===== src/rtl/core/wbs_pkg.sv =====
`timescale 1ns / 1ps
// ----------------------------------------------------------------------------
// wbs_pkg
// Shared constants, codes and width helpers of the white blob steering block.
// ----------------------------------------------------------------------------
package wbs_pkg;

  localparam int unsigned MAX_WIDTH_DEF = 4096;

  localparam int unsigned PIX_W     = 8;
  localparam int unsigned FW_W      = 13;
  localparam int unsigned SPD_W     = 14;
  localparam int unsigned CLS_W     = 3;
  localparam int unsigned ANG_W     = 16;
  localparam int unsigned COL_OUT_W = 12;
  localparam int unsigned FRAC_W    = 14;
  localparam int unsigned CFG_IDX_W = 1;

  localparam logic [PIX_W-1:0] PIX_WHITE         = 8'hFF;
  localparam logic [FW_W-1:0]  FRAME_WIDTH_RST   = 13'd640;
  localparam logic [SPD_W-1:0] FORWARD_SPEED_RST = 14'd4915;
  localparam int unsigned      LEFT_RST          = 4095;

  localparam logic [CFG_IDX_W-1:0] CFG_FRAME_WIDTH   = 1'b0;
  localparam logic [CFG_IDX_W-1:0] CFG_FORWARD_SPEED = 1'b1;

  localparam logic [CLS_W-1:0] CLS_NONE   = 3'd0;
  localparam logic [CLS_W-1:0] CLS_LEFT   = 3'd1;
  localparam logic [CLS_W-1:0] CLS_RIGHT  = 3'd2;
  localparam logic [CLS_W-1:0] CLS_CLOSE  = 3'd3;
  localparam logic [CLS_W-1:0] CLS_CENTER = 3'd4;

  // column counter width
  function automatic int unsigned col_w(int unsigned max_width);
    return $clog2(max_width);
  endfunction

  // extent register width, wide enough for the all-ones reset value
  function automatic int unsigned ext_w(int unsigned max_width);
    int unsigned cw;
    cw = $clog2(max_width);
    return (cw > COL_OUT_W) ? cw : COL_OUT_W;
  endfunction

endpackage


===== src/rtl/core/white_blob_steering.sv =====
`timescale 1ns / 1ps
// ----------------------------------------------------------------------------
// white_blob_steering
// Tracks the column extent of pure-white pixels over a frame and turns it
// into a position class, a forward speed and a turn rate at frame end.
// ----------------------------------------------------------------------------
// Pixel words are taken one per clock while the input is ready. A word
// marked frame_end starts the frame-end sequencer, and the input is not
// ready until the sequencer is back in idle; when a turn is needed it also
// runs the turn-rate division, one quotient bit per cycle through the single
// shared subtractor. The result sits in an output register, so pixels of the
// next frame are taken while it waits; only the next frame end then waits
// for the result to be taken. Configuration writes are taken on every clock.
module white_blob_steering #(
  parameter int unsigned MAX_WIDTH = wbs_pkg::MAX_WIDTH_DEF
) (
  input  logic                                 clk_i,
  input  logic                                 rst_ni,
  input  logic                                 in_valid_i,
  output logic                                 in_ready_o,
  input  logic [wbs_pkg::PIX_W-1:0]            red_i,
  input  logic [wbs_pkg::PIX_W-1:0]            green_i,
  input  logic [wbs_pkg::PIX_W-1:0]            blue_i,
  input  logic                                 frame_end_i,
  output logic                                 out_valid_o,
  input  logic                                 out_ready_i,
  output logic [wbs_pkg::CLS_W-1:0]            position_class_o,
  output logic [wbs_pkg::SPD_W-1:0]            linear_speed_o,
  output logic signed [wbs_pkg::ANG_W-1:0]     angular_rate_o,
  output logic [wbs_pkg::COL_OUT_W-1:0]        left_column_o,
  output logic [wbs_pkg::COL_OUT_W-1:0]        right_column_o,
  input  logic                                 cfg_valid_i,
  output logic                                 cfg_ready_o,
  input  logic [wbs_pkg::CFG_IDX_W-1:0]        cfg_index_i,
  input  logic [wbs_pkg::SPD_W-1:0]            cfg_data_i
);

  localparam int unsigned LW = wbs_pkg::ext_w(MAX_WIDTH);

  logic [wbs_pkg::FW_W-1:0]  frame_width_q, frame_width_d, eff_width;
  logic [wbs_pkg::SPD_W-1:0] forward_speed_q, forward_speed_d;
  logic [LW-1:0]             ext_left, ext_right;
  logic                      ext_seen, busy, pix_accept, start;
  logic [wbs_pkg::ANG_W-1:0] ang;

  always_comb begin
    frame_width_d   = frame_width_q;
    forward_speed_d = forward_speed_q;
    if (cfg_valid_i) begin
      unique case (cfg_index_i)
        wbs_pkg::CFG_FRAME_WIDTH:   frame_width_d   = cfg_data_i[wbs_pkg::FW_W-1:0];
        wbs_pkg::CFG_FORWARD_SPEED: forward_speed_d = cfg_data_i;
        default: ;
      endcase
    end
  end

  always_ff @(posedge clk_i or negedge rst_ni) begin
    if (!rst_ni) begin
      frame_width_q   <= wbs_pkg::FRAME_WIDTH_RST;
      forward_speed_q <= wbs_pkg::FORWARD_SPEED_RST;
    end else begin
      frame_width_q   <= frame_width_d;
      forward_speed_q <= forward_speed_d;
    end
  end

  // zero acts as one, above the limit acts as the limit
  always_comb begin
    priority if (frame_width_q == '0) begin
      eff_width = wbs_pkg::FW_W'(1);
    end else if (32'(frame_width_q) > 32'(MAX_WIDTH)) begin
      eff_width = wbs_pkg::FW_W'(MAX_WIDTH);
    end else begin
      eff_width = frame_width_q;
    end
  end

  assign cfg_ready_o = 1'b1;
  assign in_ready_o  = ~busy;
  assign pix_accept  = in_valid_i & in_ready_o;
  assign start       = pix_accept & frame_end_i;

  wbs_extent #(
    .MAX_WIDTH (MAX_WIDTH)
  ) u_wbs_extent (
    .clk_i        (clk_i),
    .rst_ni       (rst_ni),
    .pix_accept_i (pix_accept),
    .red_i        (red_i),
    .green_i      (green_i),
    .blue_i       (blue_i),
    .frame_end_i  (frame_end_i),
    .width_i      (eff_width),
    .left_o       (ext_left),
    .right_o      (ext_right),
    .seen_o       (ext_seen)
  );

  wbs_seq #(
    .MAX_WIDTH (MAX_WIDTH)
  ) u_wbs_seq (
    .clk_i       (clk_i),
    .rst_ni      (rst_ni),
    .start_i     (start),
    .left_i      (ext_left),
    .right_i     (ext_right),
    .seen_i      (ext_seen),
    .width_i     (eff_width),
    .speed_i     (forward_speed_q),
    .busy_o      (busy),
    .out_valid_o (out_valid_o),
    .out_ready_i (out_ready_i),
    .cls_o       (position_class_o),
    .lin_o       (linear_speed_o),
    .ang_o       (ang),
    .lc_o        (left_column_o),
    .rc_o        (right_column_o)
  );

  assign angular_rate_o = $signed(ang);

endmodule


===== src/rtl/core/wbs_sub.sv =====
`timescale 1ns / 1ps
// ----------------------------------------------------------------------------
// wbs_sub
// Shared subtract and compare unit used by the frame-end sequencer.
// ----------------------------------------------------------------------------
module wbs_sub #(
  parameter int unsigned W = 15
) (
  input  logic [W-1:0] a_i,
  input  logic [W-1:0] b_i,
  output logic [W-1:0] diff_o,
  output logic         borrow_o
);

  assign {borrow_o, diff_o} = {1'b0, a_i} - {1'b0, b_i};

endmodule


===== src/rtl/core/wbs_extent.sv =====
`timescale 1ns / 1ps
// ----------------------------------------------------------------------------
// wbs_extent
// Column tracker and white column extent, one pixel word per clock when accepted.
// ----------------------------------------------------------------------------
module wbs_extent #(
  parameter int unsigned MAX_WIDTH = wbs_pkg::MAX_WIDTH_DEF
) (
  input  logic                                     clk_i,
  input  logic                                     rst_ni,
  input  logic                                     pix_accept_i,
  input  logic [wbs_pkg::PIX_W-1:0]                red_i,
  input  logic [wbs_pkg::PIX_W-1:0]                green_i,
  input  logic [wbs_pkg::PIX_W-1:0]                blue_i,
  input  logic                                     frame_end_i,
  input  logic [wbs_pkg::FW_W-1:0]                 width_i,
  output logic [wbs_pkg::ext_w(MAX_WIDTH)-1:0]     left_o,
  output logic [wbs_pkg::ext_w(MAX_WIDTH)-1:0]     right_o,
  output logic                                     seen_o
);

  localparam int unsigned CW = wbs_pkg::col_w(MAX_WIDTH);
  localparam int unsigned LW = wbs_pkg::ext_w(MAX_WIDTH);
  localparam int unsigned NW = ((CW > wbs_pkg::FW_W) ? CW : wbs_pkg::FW_W) + 1;

  logic [CW-1:0] col_q, col_d;
  logic [LW-1:0] left_q, left_d, left_nx;
  logic [LW-1:0] right_q, right_d, right_nx;
  logic          seen_q, seen_d, seen_nx;
  logic [NW-1:0] col_inc;
  logic          white;

  always_comb begin
    white = (red_i == wbs_pkg::PIX_WHITE) && (green_i == wbs_pkg::PIX_WHITE) &&
            (blue_i == wbs_pkg::PIX_WHITE);
    left_nx  = left_q;
    right_nx = right_q;
    seen_nx  = seen_q;
    if (white) begin
      if (LW'(col_q) < left_q) begin
        left_nx = LW'(col_q);
      end
      if (LW'(col_q) > right_q) begin
        right_nx = LW'(col_q);
      end
      seen_nx = 1'b1;
    end

    col_inc = NW'(col_q) + NW'(1);
    col_d   = col_q;
    left_d  = left_q;
    right_d = right_q;
    seen_d  = seen_q;
    if (pix_accept_i) begin
      if (frame_end_i) begin
        col_d   = '0;
        left_d  = LW'(wbs_pkg::LEFT_RST);
        right_d = '0;
        seen_d  = 1'b0;
      end else begin
        col_d   = (col_inc >= NW'(width_i)) ? '0 : CW'(col_inc);
        left_d  = left_nx;
        right_d = right_nx;
        seen_d  = seen_nx;
      end
    end
  end

  always_ff @(posedge clk_i or negedge rst_ni) begin
    if (!rst_ni) begin
      col_q   <= '0;
      left_q  <= LW'(wbs_pkg::LEFT_RST);
      right_q <= '0;
      seen_q  <= 1'b0;
    end else begin
      col_q   <= col_d;
      left_q  <= left_d;
      right_q <= right_d;
      seen_q  <= seen_d;
    end
  end

  assign left_o  = left_nx;
  assign right_o = right_nx;
  assign seen_o  = seen_nx;

endmodule


===== src/rtl/core/wbs_seq.sv =====
`timescale 1ns / 1ps
// ----------------------------------------------------------------------------
// wbs_seq
// Frame-end sequencer: classification compares and restoring division,
// all through one shared subtractor, plus the result register.
// ----------------------------------------------------------------------------
module wbs_seq #(
  parameter int unsigned MAX_WIDTH = wbs_pkg::MAX_WIDTH_DEF
) (
  input  logic                                  clk_i,
  input  logic                                  rst_ni,
  input  logic                                  start_i,
  input  logic [wbs_pkg::ext_w(MAX_WIDTH)-1:0]  left_i,
  input  logic [wbs_pkg::ext_w(MAX_WIDTH)-1:0]  right_i,
  input  logic                                  seen_i,
  input  logic [wbs_pkg::FW_W-1:0]              width_i,
  input  logic [wbs_pkg::SPD_W-1:0]             speed_i,
  output logic                                  busy_o,
  output logic                                  out_valid_o,
  input  logic                                  out_ready_i,
  output logic [wbs_pkg::CLS_W-1:0]             cls_o,
  output logic [wbs_pkg::SPD_W-1:0]             lin_o,
  output logic [wbs_pkg::ANG_W-1:0]             ang_o,
  output logic [wbs_pkg::COL_OUT_W-1:0]         lc_o,
  output logic [wbs_pkg::COL_OUT_W-1:0]         rc_o
);

  localparam int unsigned LW    = wbs_pkg::ext_w(MAX_WIDTH);
  localparam int unsigned UW    = LW + 3;
  localparam int unsigned DVW   = UW + wbs_pkg::FRAC_W;
  localparam int unsigned CNT_W = $clog2(DVW);

  localparam int unsigned ST_W = 4;
  localparam logic [ST_W-1:0] ST_IDLE = 4'd0;
  localparam logic [ST_W-1:0] ST_PREP = 4'd1;
  localparam logic [ST_W-1:0] ST_CMP0 = 4'd2;
  localparam logic [ST_W-1:0] ST_CMP1 = 4'd3;
  localparam logic [ST_W-1:0] ST_CMP2 = 4'd4;
  localparam logic [ST_W-1:0] ST_CMP3 = 4'd5;
  localparam logic [ST_W-1:0] ST_DIFF = 4'd6;
  localparam logic [ST_W-1:0] ST_NEG  = 4'd7;
  localparam logic [ST_W-1:0] ST_DIV  = 4'd8;
  localparam logic [ST_W-1:0] ST_FIN  = 4'd9;

  logic [ST_W-1:0] state_q, state_d;
  logic            out_valid_q, out_valid_d;

  logic [LW-1:0]                 l_q, l_d, r_q, r_d, mid_q, mid_d;
  logic [wbs_pkg::FW_W-1:0]      w_q, w_d;
  logic [wbs_pkg::SPD_W-1:0]     spd_q, spd_d;
  logic                          seen_q, seen_d;
  logic [UW-1:0]                 m5_q, m5_d, l5_q, l5_d, r5_q, r5_d, w2_q, w2_d, w3_q, w3_d;
  logic                          lt_q, lt_d, gt_q, gt_d, cl_q, cl_d, neg_q, neg_d;
  logic [wbs_pkg::CLS_W-1:0]     cls_q, cls_d;
  logic [DVW-1:0]                dvd_q, dvd_d;
  logic [UW-1:0]                 rem_q, rem_d, trial;
  logic [CNT_W-1:0]              cnt_q, cnt_d;

  logic [wbs_pkg::CLS_W-1:0]     ocls_q, ocls_d;
  logic [wbs_pkg::SPD_W-1:0]     olin_q, olin_d;
  logic [wbs_pkg::ANG_W-1:0]     oang_q, oang_d, quo;
  logic [wbs_pkg::COL_OUT_W-1:0] olc_q, olc_d, orc_q, orc_d;

  logic [LW:0]   mid_sum;
  logic [LW-1:0] mid_c;
  logic [UW-1:0] op_a, op_b, diff;
  logic          borrow, steer, moving;

  wbs_sub #(
    .W (UW)
  ) u_wbs_sub (
    .a_i      (op_a),
    .b_i      (op_b),
    .diff_o   (diff),
    .borrow_o (borrow)
  );

  always_comb begin
    state_d     = state_q;
    out_valid_d = out_valid_q;
    l_d   = l_q;   r_d   = r_q;   mid_d = mid_q;
    w_d   = w_q;   spd_d = spd_q; seen_d = seen_q;
    m5_d  = m5_q;  l5_d  = l5_q;  r5_d  = r5_q;  w2_d = w2_q; w3_d = w3_q;
    lt_d  = lt_q;  gt_d  = gt_q;  cl_d  = cl_q;  neg_d = neg_q;
    cls_d = cls_q; dvd_d = dvd_q; rem_d = rem_q; cnt_d = cnt_q;
    ocls_d = ocls_q; olin_d = olin_q; oang_d = oang_q; olc_d = olc_q; orc_d = orc_q;
    op_a  = '0;
    op_b  = '0;

    mid_sum = (LW+1)'(l_q) + (LW+1)'(r_q);
    mid_c   = LW'(mid_sum >> 1);
    trial   = {rem_q[UW-2:0], dvd_q[DVW-1]};
    quo     = dvd_q[wbs_pkg::ANG_W-1:0];
    steer   = (cls_q == wbs_pkg::CLS_LEFT) || (cls_q == wbs_pkg::CLS_RIGHT);
    moving  = steer || (cls_q == wbs_pkg::CLS_CENTER);

    if (out_ready_i) begin
      out_valid_d = 1'b0;
    end

    unique case (state_q)
      ST_IDLE: begin
        if (start_i) begin
          l_d     = left_i;
          r_d     = right_i;
          seen_d  = seen_i;
          w_d     = width_i;
          spd_d   = speed_i;
          state_d = ST_PREP;
        end
      end
      ST_PREP: begin
        mid_d   = mid_c;
        m5_d    = (UW'(mid_c) << 2) + UW'(mid_c);
        l5_d    = (UW'(l_q) << 2) + UW'(l_q);
        r5_d    = (UW'(r_q) << 2) + UW'(r_q);
        w2_d    = UW'(w_q) << 1;
        w3_d    = (UW'(w_q) << 1) + UW'(w_q);
        state_d = ST_CMP0;
      end
      ST_CMP0: begin
        op_a    = m5_q;
        op_b    = w2_q;
        lt_d    = borrow;
        state_d = ST_CMP1;
      end
      ST_CMP1: begin
        op_a    = w3_q;
        op_b    = m5_q;
        gt_d    = borrow;
        state_d = ST_CMP2;
      end
      ST_CMP2: begin
        op_a    = l5_q;
        op_b    = w2_q;
        cl_d    = borrow;
        state_d = ST_CMP3;
      end
      ST_CMP3: begin
        op_a  = w3_q;
        op_b  = r5_q;
        neg_d = 1'b0;
        priority if (!seen_q) begin
          cls_d   = wbs_pkg::CLS_NONE;
          state_d = ST_FIN;
        end else if (lt_q) begin
          cls_d   = wbs_pkg::CLS_LEFT;
          state_d = ST_DIFF;
        end else if (gt_q) begin
          cls_d   = wbs_pkg::CLS_RIGHT;
          state_d = ST_DIFF;
        end else if (cl_q && borrow) begin
          cls_d   = wbs_pkg::CLS_CLOSE;
          state_d = ST_FIN;
        end else begin
          cls_d   = wbs_pkg::CLS_CENTER;
          state_d = ST_FIN;
        end
      end
      ST_DIFF: begin
        op_a  = UW'(w_q);
        op_b  = UW'({mid_q, 1'b0});
        rem_d = '0;
        cnt_d = '0;
        if (borrow) begin
          neg_d   = 1'b1;
          state_d = ST_NEG;
        end else begin
          dvd_d   = {diff, wbs_pkg::FRAC_W'(0)};
          state_d = ST_DIV;
        end
      end
      ST_NEG: begin
        op_a    = UW'({mid_q, 1'b0});
        op_b    = UW'(w_q);
        dvd_d   = {diff, wbs_pkg::FRAC_W'(0)};
        state_d = ST_DIV;
      end
      ST_DIV: begin
        op_a  = trial;
        op_b  = UW'(w_q);
        rem_d = borrow ? trial : diff;
        dvd_d = {dvd_q[DVW-2:0], ~borrow};
        cnt_d = cnt_q + CNT_W'(1);
        if (cnt_q == CNT_W'(DVW - 1)) begin
          state_d = ST_FIN;
        end
      end
      ST_FIN: begin
        if (!out_valid_q || out_ready_i) begin
          ocls_d      = cls_q;
          olin_d      = moving ? spd_q : '0;
          oang_d      = steer ? (neg_q ? (~quo + wbs_pkg::ANG_W'(1)) : quo) : '0;
          olc_d       = seen_q ? l_q[wbs_pkg::COL_OUT_W-1:0] : '0;
          orc_d       = seen_q ? r_q[wbs_pkg::COL_OUT_W-1:0] : '0;
          out_valid_d = 1'b1;
          state_d     = ST_IDLE;
        end
      end
      default: begin
        state_d = ST_IDLE;
      end
    endcase
  end

  always_ff @(posedge clk_i or negedge rst_ni) begin
    if (!rst_ni) begin
      state_q     <= ST_IDLE;
      out_valid_q <= 1'b0;
    end else begin
      state_q     <= state_d;
      out_valid_q <= out_valid_d;
    end
  end

  always_ff @(posedge clk_i) begin
    l_q   <= l_d;   r_q   <= r_d;   mid_q  <= mid_d;
    w_q   <= w_d;   spd_q <= spd_d; seen_q <= seen_d;
    m5_q  <= m5_d;  l5_q  <= l5_d;  r5_q   <= r5_d;  w2_q <= w2_d; w3_q <= w3_d;
    lt_q  <= lt_d;  gt_q  <= gt_d;  cl_q   <= cl_d;  neg_q <= neg_d;
    cls_q <= cls_d; dvd_q <= dvd_d; rem_q  <= rem_d; cnt_q <= cnt_d;
    ocls_q <= ocls_d; olin_q <= olin_d; oang_q <= oang_d; olc_q <= olc_d; orc_q <= orc_d;
  end

  assign busy_o      = (state_q != ST_IDLE);
  assign out_valid_o = out_valid_q;
  assign cls_o       = ocls_q;
  assign lin_o       = olin_q;
  assign ang_o       = oang_q;
  assign lc_o        = olc_q;
  assign rc_o        = orc_q;

endmodule


===== config.mk =====
export PLATFORM = sky130hd
export DESIGN_NAME = white_blob_steering
export DESIGN_NICKNAME = d
export VERILOG_FILES = /design/src/rtl/core/wbs_pkg.sv /design/src/rtl/core/white_blob_steering.sv /design/src/rtl/core/wbs_sub.sv /design/src/rtl/core/wbs_extent.sv /design/src/rtl/core/wbs_seq.sv
export SDC_FILE = /design/constraint.sdc
export NUM_CORES = 1
export LEC_CHECK = 0
export BUFFER_PORTS_ARGS = -buffer_cell sky130_fd_sc_hd__buf_2
export CORE_ASPECT_RATIO = 0.8
export CORE_MARGIN = 4
export CORE_UTILIZATION = 65
export CTS_BUF_LIST = sky130_fd_sc_hd__clkbuf_8
export DETAILED_ROUTE_END_ITERATION = 8
export GPL_TIMING_DRIVEN = 0
export PLACE_DENSITY = 0.84
export SYNTH_ARGS = -nofsm -noshare
export SYNTH_HDL_FRONTEND = slang
export SYNTH_SLANG_ARGS = --single-unit

===== constraint.sdc =====
create_clock -name clk_i -period 21.1 [get_ports clk_i]
set_input_delay 2.11 -clock clk_i [delete_from_list [all_inputs] [get_ports clk_i]]
set_output_delay 2.11 -clock clk_i [all_outputs]
set_load 0.02 [all_outputs]

=== Word-level counts from Yosys, hierarchy flattened ===
Index checks and enable logic that the tools add are counted.
Widths: inputs -> output; s select.

* Register bits: 318
* Input bits: 45
* Output and inout port bits: 60
* Logic and storage cells: 136

* Add/subtract/negate cells: 9
* Order comparisons: 4
* Equal/unequal tests: 21
* Mux-type cells: 36
* Bitwise gates (word level): 7
* Reductions and logical operators: 25

{| class="wikitable"
|+ Operator list
! kind !! count
|-
| $mux 12 || 8
|-
| $pmux 15 s6 || 1
|-
| $pmux 29 s3 || 1
|-
| $pmux 15 s5 || 1
|-
| $add 14x12->15 || 3
|-
| $pmux 4 s10 || 1
|-
| $mux 29 || 1
|-
| $mux 4 || 7
|-
| $pmux 14 s2 || 1
|-
| $mux 13 || 2
|-
| $eq 8x8->1 const B || 3
|-
| $add 16x1->16 const B || 1
|-
| $eq 4x3->1 const B || 4
|-
| $mux 16 || 1
|-
| $not 16->16 || 1
|-
| $sub 15x15->16 || 1
|-
| $add 14x13->15 || 1
|-
| $ge 14x13->1 || 1
|-
| $mux 14 || 1
|-
| $add 12x1->13 const B || 1
|-
| $add 12x12->13 || 1
|-
| $gt 13x13->1 const B || 1
|-
| $logic_not 13->1 || 1
|-
| $gt 12x12->1 || 1
|-
| other kinds (29) || 57
|}

=== Logic depth before layout (Yosys ltp) ===
Gate-level depths: netlist of the first run.

* Word-level depth: 8
* Mapped depth: 20

=== Hierarchy ===
From an unflattened synthesis of the first run, not the netlist that was laid out.

* Cell total of the unflattened synthesis: 1628
* Area total of the unflattened synthesis: 17709.5 um^2

{| class="wikitable"
|+ By module, submodules not included
! module !! instances !! cells each !! area an instance (um^2) !! sequential area each (um^2)
|-
| wbs_seq || 1 || 1053 || 12634.6 || 7512.2
|-
| wbs_extent || 1 || 389 || 3119.2 || 940.9
|-
| white_blob_steering || 1 || 81 || 1207.4 || 686.9
|-
| wbs_sub || 1 || 105 || 748.2 || 0.0
|}

=== Least setup slack after synthesis of the first run ===
No wires, ideal clock.

* Path type: flip-flop to flip-flop
* Start: register u_wbs_seq.state_q[2]
* End: register u_wbs_seq.l5_q[0] (enable)
* Setup time: 0.623 ns
* Arrival time: 6.156 ns
* Data required time: 20.477 ns
* Path slack: 14.321 ns
* Stages on the path, launching flop included: 3
* Path buffers: 1
* Period minus slack after synthesis: 6.779 ns
* Cell sequence: dfrtp_1 -> buf_2 -> nor3_1

* Longest elaborated chain between the ends: 1

{| class="wikitable"
|+ Ends and longest elaborated chain
! element !! RTL line !! source
|-
| start: declaration || wbs_seq.sv:45 || <nowiki>logic [ST_W-1:0] state_q, state_d;</nowiki>
|-
| start signal: assignment || wbs_seq.sv:211 || <nowiki>state_q <= state_d;</nowiki>
|-
| $eq 4x1->1 || wbs_seq.sv:101 || <nowiki>unique case (state_q)</nowiki>
|-
| end signal: assignment || wbs_seq.sv:219 || <nowiki>m5_q <= m5_d; l5_q <= l5_d; r5_q <= r5_d; w2_q <= w2_d; w3_q <= w3_d;</nowiki>
|-
| end: declaration || wbs_seq.sv:52 || <nowiki>logic [UW-1:0] m5_q, m5_d, l5_q, l5_d, r5_q, r5_d, w2_q, w2_d, w3_q, w3_d;</nowiki>
|}

No other way between the ends.
A chain may end at the register's enable or synchronous reset.

=== Final worst setup path of the first run ===
* Start: register u_wbs_seq.state_q[0]
* End: register u_wbs_seq.dvd_q[20] (enable)

* Longest elaborated chain between the ends: 6

{| class="wikitable"
|+ Ends and longest elaborated chain
! element !! RTL line !! source
|-
| $eq 4x2->1 (tied with other cells) || wbs_seq.sv:101 ||
|-
| $reduce_or 2->1 (no source line) || -- ||
|-
| $pmux 15 s6 or $pmux 15 s5 (tied branches) || wbs_seq.sv:101 ||
|-
| $sub 15x15->16 * || wbs_sub.sv:15 || <nowiki>assign {borrow_o, diff_o} = {1'b0, a_i} - {1'b0, b_i};</nowiki>
|-
| via u_wbs_seq.borrow || wbs_seq.sv:67 || <nowiki>logic borrow, steer, moving;</nowiki>
|-
| $ne 2x2->1 (no source line) * || -- ||
|-
| $reduce_and 2->1 (no source line) * || -- ||
|-
| end signal: assignment || wbs_seq.sv:221 || <nowiki>cls_q <= cls_d; dvd_q <= dvd_d; rem_q <= rem_d; cnt_q <= cnt_d;</nowiki>
|-
| end: declaration || wbs_seq.sv:55 || <nowiki>logic [DVW-1:0] dvd_q, dvd_d;</nowiki>
|}

Mark *: on every way through the listed nets, which the timed path passes. The rest lies on a longest branch.

==> impl_metrics.py, run 1 <==
metrics = {
    "synth": {
        "yosysUniqueCellTypes": 78,
        "synthMuxAreaShare": 0.03204,
        "synth-async-reset-ratio": 0.2190,
        "syn-instance-count": 1518,
        "synthFlopType": "edfxtp_1",
        "synth_fp_nets": 1679,
        "synth_top_family_by_area": "compound AO/OA/AOI/OAI gates",
        "avgSynthCellArea_um2": 11.27,
        "synth-simple-area-share": 0.1284,
        "synth_compound_area_frac": 0.1396,
        "synth-xor-area-share": 0.04045,
        "ys_ff_latch": 315,
        "synth_edf_count": 246,
        "synth.cell_area_um2": 17110,
        "synth-seq-area-share": 0.5343,
        "synthAdderAreaFrac": 0.08806,
        "ys_warn_count": 0,
    },
    "power": {
        "p_leak_uw": 0.007950,
        "p_sw_uw": 903.7,
        "power_frac_clock": 0.203,
        "p_comb_frac": 0.399,
        "sw_frac_of_total": 0.3846,
        "p_per_area_nw_per_um2": 123.1,
        "vdd_ir_drop_max_mv": 0.07525,
        "seqPwrFrac": 0.398,
        "total_power_uw": 2349,
        "p_int_uw": 1446,
    },
    "layout": {
        "layout_commonest_cell": "edfxtp_1",
        "finish.utilization": 0.7466,
        "multi_input_area_um2": 7343,
        "layout_common_cells": "edfxtp_1, nand2_1, buf_2, ha_1, inv_1",
        "drive_gt1_frac": 0.1600,
        "antenna_cells": 0,
        "fillers": 1683,
        "area_growth_pct": 11.59,
        "seq_area_um2": 9140,
        "final_nets": 1842,
    },
    "die": {
        "rows": 52,
        "io_pins": 105,
        "die_w_um": 189.4,
        "start_util": 0.6690,
        "dieArea_um2": 28990,
        "die_h_um": 153.1,
        "core_area_um2": 25570,
    },
    "clock_tree": {
        "cts_tree": "done",
        "cts_buffers": 49,
        "cts.reportedPaths.clkPinSlew_ns": 0.06,
        "postCtsSetupBuffers": 0,
        "cts_resized": 0,
        "htreeDepth": 2,
        "clock-root-buffer": "clkbuf_8",
        "cts_sinks": 315,
        "worstSkewPairLatency_ns": 0.60,
        "ctsHoldBuffers": 0,
        "cts.path.max_buffers": 3,
    },
    "routing": {
        "drc_errors": 0,
        "ant_nets": 0,
        "vias": 12800,
        "first_pass_iters": 6,
        "drtIter0Drc": 1547,
        "wl_per_cell_um": 20.23,
        "viasPerCell": 6.184,
        "drt-total-wl_um": 41870,
    },
    "placement": {
        "port-buffer-count": 103,
        "dp_hpwl_um": 31190,
        "gp_congestion": 0.9631,
    },
    "timing": {
        "min_period_over_period": 0.2859,
        "finalMaxSlewViolations": 0,
        "hold_violations": 0,
        "fmax_ghz": 0.1658,
        "relSlewSlack": 0.1745,
        "worst_pin_slew_ns": 1.238,
        "fin_skew_ns": 0.01945,
        "tns_ns": 0,
        "rsz0062_at_grt": "false",
        "whs_ns": 0.4389,
        "setup_viol": 0,
        "fin_crit_ns": 6.032,
    },
    "critical_path": {
        "required_ns": 21.29,
        "crit_type": "flip-flop to flip-flop",
        "crit_path_max_fanout": 29,
        "start_kind": "flip-flop",
        "cp_data_arrival_time_ns": 6.23,
        "crit_path_end_kind": "flip-flop",
    },
    "global_routing": {
        "track_usage": 0.2873,
        "grt_pass1_vias": 12610,
        "antenna_found_initial": 0,
        "grt_max_degree": 70,
        "grt_pass1_wl_um": 66720,
        "gr-total-overflow": 0,
    },
    "job": {
        "max_cap_viol_count": 0,
    },
    "status": {
        "status": "complete, no violations",
    },
    "hold_path": {
        "hold_path_class": "flip-flop to flip-flop",
    },
}
[final timing paths]
check / startpoint / slack, ns / cells after the start / end
max in group asynchronous: rst_ni / 18.84 / 1 / forward_speed_q[13]
worst min register to register: forward_speed_q[11] / 0.44 / 0 / u_wbs_seq.spd_q[11]
min in group asynchronous: rst_ni / 1.63 / 1 / u_wbs_extent.seen_q
worst max register to register: u_wbs_seq.state_q[0] / 15.07 / 16 / u_wbs_seq.dvd_q[20]
worst min-delay path: forward_speed_q[11] / 0.44 / 0 / u_wbs_seq.spd_q[11]
worst max-delay path: u_wbs_seq.state_q[0] / 15.07 / 16 / u_wbs_seq.dvd_q[20]
[power by group through the flow]
| stage | Clock, uW | Combinational [uW] | Sequential (uW) |
|---|---|---|---|
| global route | 513 | 1030 | 945 |
| CTS | 482 | 925 | 933 |
| detailed placement | 0 | 920 | 943 |
| floorplan | 0 | 643 | 953 |
| global placement | 0 | 876 | 949 |
| finish | 477 | 937 | 936 |
[routing by layer]
metal  up-vias  GRT usage  share of wire
met3        87    0.05358          0.087
met2       607     0.4550           0.46
met5         -          0              0
met4         0    0.08712          0.028
met1      6184     0.4101           0.43
li1       5923          -              -
[critical path: stages (launching register included)]
cell      delay [ns]
dfrtp_1         0.40
buf_2           0.20
nand2b_1        0.27
nor3_1          0.92
or2_2           0.30
buf_2           0.23
a221oi_1        0.13
ha_1            0.47
and3_1          0.26
a221oi_2        0.11
o21ai_1         0.18
a21oi_2         0.07
a21oi_2         0.52
inv_2           0.25
buf_6           0.22
nand2_1         0.10
o21a_1          0.98
[synth_stat cells, types with 4 or more instances]
cell type,instances,share of area
clkbuf_1,47,0.010
o21ai_0,76,0.022
mux2_2,38,0.025
and3_1,20,0.0073
nor3_1,14,0.0041
edfxtp_1,246,0.43
a21oi_1,76,0.022
a211oi_1,12,0.0053
a21o_1,33,0.014
o311ai_0,4,0.0020
dfstp_2,21,0.032
a22o_1,14,0.0072
or3_1,9,0.0033
a222oi_1,14,0.0082
ha_1,110,0.080
nor2b_1,14,0.0051
a31oi_1,18,0.0066
xor2_1,29,0.015
mux2i_1,12,0.0070
nand2_1,149,0.033
nand3_1,25,0.0073
nand4_1,12,0.0044
xnor2_1,50,0.026
a22oi_1,18,0.0079
nor2_1,101,0.022
and2_1,46,0.017
nor4_1,18,0.0066
a221oi_1,12,0.0061
dfrtp_1,48,0.070
nor3b_1,4,0.0018
or2_2,4,0.0015
o31ai_1,6,0.0026
fa_1,6,0.0070
buf_4,5,0.0022
nand2b_1,18,0.0066
o21a_1,17,0.0075
o21ai_1,4,0.0012
a211o_1,8,0.0041
buf_2,8,0.0023
inv_1,88,0.019
[state kept, by name, indices dropped and copies added (netlist names), 13 cells and up]
register and cells:
u_wbs_seq.w3_q 15, u_wbs_seq.l5_q 15, forward_speed_q 14, u_wbs_seq.lin_o 14, u_wbs_seq.dvd_q 29, u_wbs_seq.r5_q 15, u_wbs_seq.m5_q 15, u_wbs_seq.w_q 13
u_wbs_seq.spd_q 14, u_wbs_seq.rem_q 14, frame_width_q 13, u_wbs_seq.ang_o 16
[stage by stage]
stage	std cells	area (um^2)	setup slack (ns)
floorplan	1518	17110	14.32
global placement	1972	18060	12.26
detailed placement	1981	18200	15.24
CTS	2070	19090	15.20
global route	2070	19090	14.75
finish	2070	19090	15.07
[kinds of logic (layout without fill, tap and decap cells)]
logic type                 count (synthesis)  after routing
buffers and inverters                    155            356
and+or+nand+nor                          450            450
DFF                                      315            315
xor gates and xnor gates                  79             79
other                                      1              1
muxes                                     50             50
adders and majority gates                117            117
AOI/OAI and AO/OA                        351            351
[cell type report]
class                   count  area share
flip-flops and latches    315      0.4788
plain buffers              66     0.01566
multi-input cells        1048      0.3847
clock inverters            39     0.01075
inverters                  89     0.01750
well taps                 351     0.02301
clock buffers              50     0.03605
repair buffers            112     0.03356
Power figures use the tool's default switching activity.
==> run 2: changes to the inputs <==
--- a/config.mk
+++ b/config.mk
@@ -5,14 +5,15 @@
 export SDC_FILE = /design/constraint.sdc
 export NUM_CORES = 1
 export LEC_CHECK = 0
+export ABC_AREA = 1
 export BUFFER_PORTS_ARGS = -buffer_cell sky130_fd_sc_hd__buf_2
 export CORE_ASPECT_RATIO = 0.8
 export CORE_MARGIN = 4
-export CORE_UTILIZATION = 65
+export CORE_UTILIZATION = 58
 export CTS_BUF_LIST = sky130_fd_sc_hd__clkbuf_8
 export DETAILED_ROUTE_END_ITERATION = 8
 export GPL_TIMING_DRIVEN = 0
-export PLACE_DENSITY = 0.84
+export PLACE_DENSITY = 0.8
 export SYNTH_ARGS = -nofsm -noshare
 export SYNTH_HDL_FRONTEND = slang
 export SYNTH_SLANG_ARGS = --single-unit
==> constraint.sdc (replaced) <==
create_clock -name clk_i -period 5.2 [get_ports clk_i]
set_input_delay 0.52 -clock clk_i [delete_from_list [all_inputs] [get_ports clk_i]]
set_output_delay 0.52 -clock clk_i [all_outputs]
set_load 0.02 [all_outputs]
==> run 2 against run 1 <==
Sequential share of layout area decreased by 1.9 points. Register-to-register slack got worse by 14 ns. Critical endpoint is now u_wbs_seq.dvd_q[22]. Clock-buffer cell count increased by 8. Synthesized cell count increased by 29%. Critical path type unchanged. Largest power group unchanged. Largest cell class unchanged. Die area increased by 15%.
==> impl_metrics.py, run 2 <==
metrics = {
    "status": {
        "status": "complete, no violations",
    },
    "clock_tree": {
        "worstSkewPairLatency_ns": 0.59,
        "postCtsSetupBuffers": 0,
        "ctsHoldBuffers": 0,
        "cts.reportedPaths.clkPinSlew_ns": 0.06,
        "htreeDepth": 2,
        "cts_tree": "done",
        "cts_sinks": 315,
        "clock-root-buffer": "clkbuf_8",
        "cts_buffers": 50,
        "cts_resized": 0,
        "cts.path.max_buffers": 3,
    },
    "timing": {
        "fmax_ghz": 0.2253,
        "relSlewSlack": 0.1347,
        "setup_viol": 0,
        "fin_skew_ns": 0.01919,
        "finalMaxSlewViolations": 0,
        "rsz0062_at_grt": "false",
        "tns_ns": 0,
        "hold_violations": 0,
        "worst_pin_slew_ns": 1.295,
        "worst_slack_ns": 0.7607,
        "fin_crit_ns": 4.439,
        "min_period_over_period": 0.8537,
    },
    "power": {
        "p_per_area_nw_per_um2": 554.0,
        "p_int_uw": 6388,
        "p_leak_uw": 0.009333,
        "p_sw_uw": 4629,
        "vdd_ir_drop_max_mv": 0.4004,
        "seqPwrFrac": 0.343,
        "power_frac_clock": 0.206,
        "sw_frac_of_total": 0.4202,
        "p_comb_frac": 0.451,
    },
    "layout": {
        "antenna_cells": 0,
        "layout_commonest_cell": "nand2_1",
        "final_nets": 2281,
        "largest_reg_flops": 29,
        "layout_common_cells": "nand2_1, inv_1, edfxtp_1, nor2_1, buf_2",
        "finish.utilization": 0.6693,
        "area_growth_pct": 12.45,
        "drive_gt1_frac": 0.1218,
        "stdcell_count": 2566,
        "fillers": 2393,
        "max_flop_register": "u_wbs_seq.dvd_q",
    },
    "global_routing": {
        "track_usage": 0.2698,
        "grt_max_degree": 70,
        "gr-total-overflow": 0,
        "antenna_found_initial": 0,
        "grt_pass1_vias": 13910,
        "grt_pass1_wl_um": 71910,
    },
    "routing": {
        "drc_errors": 0,
        "drtIter0Drc": 1281,
        "wl_per_cell_um": 17.57,
        "first_pass_iters": 6,
        "viasPerCell": 5.530,
        "drt-total-wl_um": 45080,
        "vias": 14190,
        "ant_nets": 0,
    },
    "placement": {
        "pre_cts_ws_ns": 0.7821,
        "dp_hpwl_um": 34310,
        "port-buffer-count": 103,
        "dp.cells": 2474,
        "gp_congestion": 0.9593,
    },
    "synth": {
        "ys_ff_latch": 315,
        "avgSynthCellArea_um2": 9.017,
        "synth.most_common_cell": "nand2_1",
        "synth_edf_count": 246,
        "ys_warn_count": 0,
        "synth-seq-area-share": 0.5169,
        "synth_fp_nets": 2122,
        "synth.cell_area_um2": 17680,
        "yosysUniqueCellTypes": 49,
        "syn-instance-count": 1961,
        "synth-async-reset-ratio": 0.2190,
        "synth.top_cell.area_share": 0.4177,
        "synthFlopType": "edfxtp_1",
        "ys_top_cells_by_count": "nand2_1, inv_1, edfxtp_1",
        "yosys.area.top_type": "edfxtp_1",
        "synth_area_leaders": "edfxtp_1, nand2_1, ha_1",
    },
    "die": {
        "io_pins": 105,
        "core_area_um2": 29710,
        "start_util": 0.5952,
        "rows": 56,
        "die_w_um": 203.2,
        "die_h_um": 164.2,
        "dieArea_um2": 33360,
    },
    "job": {
        "max_cap_viol_count": 0,
    },
    "critical_path": {
        "crit_type": "flip-flop to flip-flop",
        "reg2reg_depth": 14,
        "start_kind": "flip-flop",
        "timing.rr.end": "u_wbs_seq.dvd_q[22]",
        "cp_data_arrival_time_ns": 4.46,
        "required_ns": 5.22,
        "ff2ff_setup_slack_ns": 0.76,
        "crit_path_max_fanout": 29,
        "crit_path_end_kind": "flip-flop",
        "r2r-start": "u_wbs_seq.state_q[3]",
    },
    "hold_path": {
        "hold_path_class": "input port to async pin",
    },
}
run 2: cell types whose count changed after synthesis, sizes merged, moves of 18 or more:
cell and change:
nand2 +404, a21oi +32, nand3 +92, mux2 -37, nor2 +38, and2 -46, clkbuf -32, nand2b -18
and3 -18, a21o -28, xnor2 -29, inv +200
run 2: how the worst max path moves through the flow:
stage	from	end	cells after the start
finish	u_wbs_seq.state_q[3]	u_wbs_seq.dvd_q[22]	14
global route	u_wbs_seq.state_q[3]	u_wbs_seq.dvd_q[25]	14
CTS	u_wbs_seq.state_q[3]	u_wbs_seq.dvd_q[22]	16
detailed placement	u_wbs_seq.state_q[3]	u_wbs_seq.dvd_q[23]	16
global placement	u_wbs_seq.state_q[3]	u_wbs_seq.r5_q[4]	3
floorplan	u_wbs_seq.state_q[3]	u_wbs_seq.l5_q[0]	3
run 2: routing by layer:
metal  global-route usage  vias to the layer above  part of all wire
met5                    0                        -                 0
met4              0.08581                        0             0.029
met3              0.05428                      123             0.075
met2               0.4407                      558              0.46
met1               0.3677                     6666              0.43
li1                     -                     6844                 -
run 2: power by group through the flow:
stage / registers [uW] / logic (uW) / clock network [uW]
2_1_floorplan: 3750 / 3590 / 0
4_1_cts: 3770 / 4910 / 2320
3_5_place_dp: 3820 / 4890 / 0
5_1_grt: 3810 / 5540 / 2430
3_3_place_gp: 3870 / 4700 / 0
6_report: 3780 / 4970 / 2270
run 2: layout make-up:
cell class / instances / area [um^2] / share of cell area
timing repair buffer: 107 / 598.1 / 0.03008
clock inverter: 34 / 274.0 / 0.01378
multi-input combinational: 1312 / 7236 / 0.3639
clock buffer: 58 / 798.3 / 0.04015
inverter: 289 / 1085 / 0.05456
sequential: 315 / 9140 / 0.4597
tap: 406 / 508.0 / 0.02555
buffer: 45 / 245.2 / 0.01233
run 2: kinds of logic (layout without fill, tap and decap cells):
family	Yosys count	after routing	share of synthesized area
xor+xnor	67	67	0.03319
other cells	1	1	0.0002121
compound gates	269	269	0.08894
simple gates	858	858	0.2003
mux	1	1	0.0006368
flops	315	315	0.5169
fa+ha+maj	116	116	0.08462
buf+inv	334	533	0.07521
run 2: stage by stage:
step	area, um^2	hold slack [ns]	total power, uW
finish	19880	0.08468	11020
floorplan	17680	0.2244	7347
global placement	18710	0.4277	8571
CTS	19880	0.06639	11000
global route	19880	0.1300	11790
detailed placement	18810	0.4349	8711
run 2: worst max-delay path, cell delays in order (launching register included):
cell and delay, ns:
dfrtp_1 0.41, inv_1 0.12, nand2_1 0.13, nor2_1 0.29
clkbuf_1 0.56, nand2_1 0.10, nand3_1 0.13, a221oi_1 0.06
ha_1 0.38, a21oi_1 0.26, nand2_1 0.14, a21oi_2 0.31
nand2_4 0.14, nand2_1 0.10, nand2_1 0.73
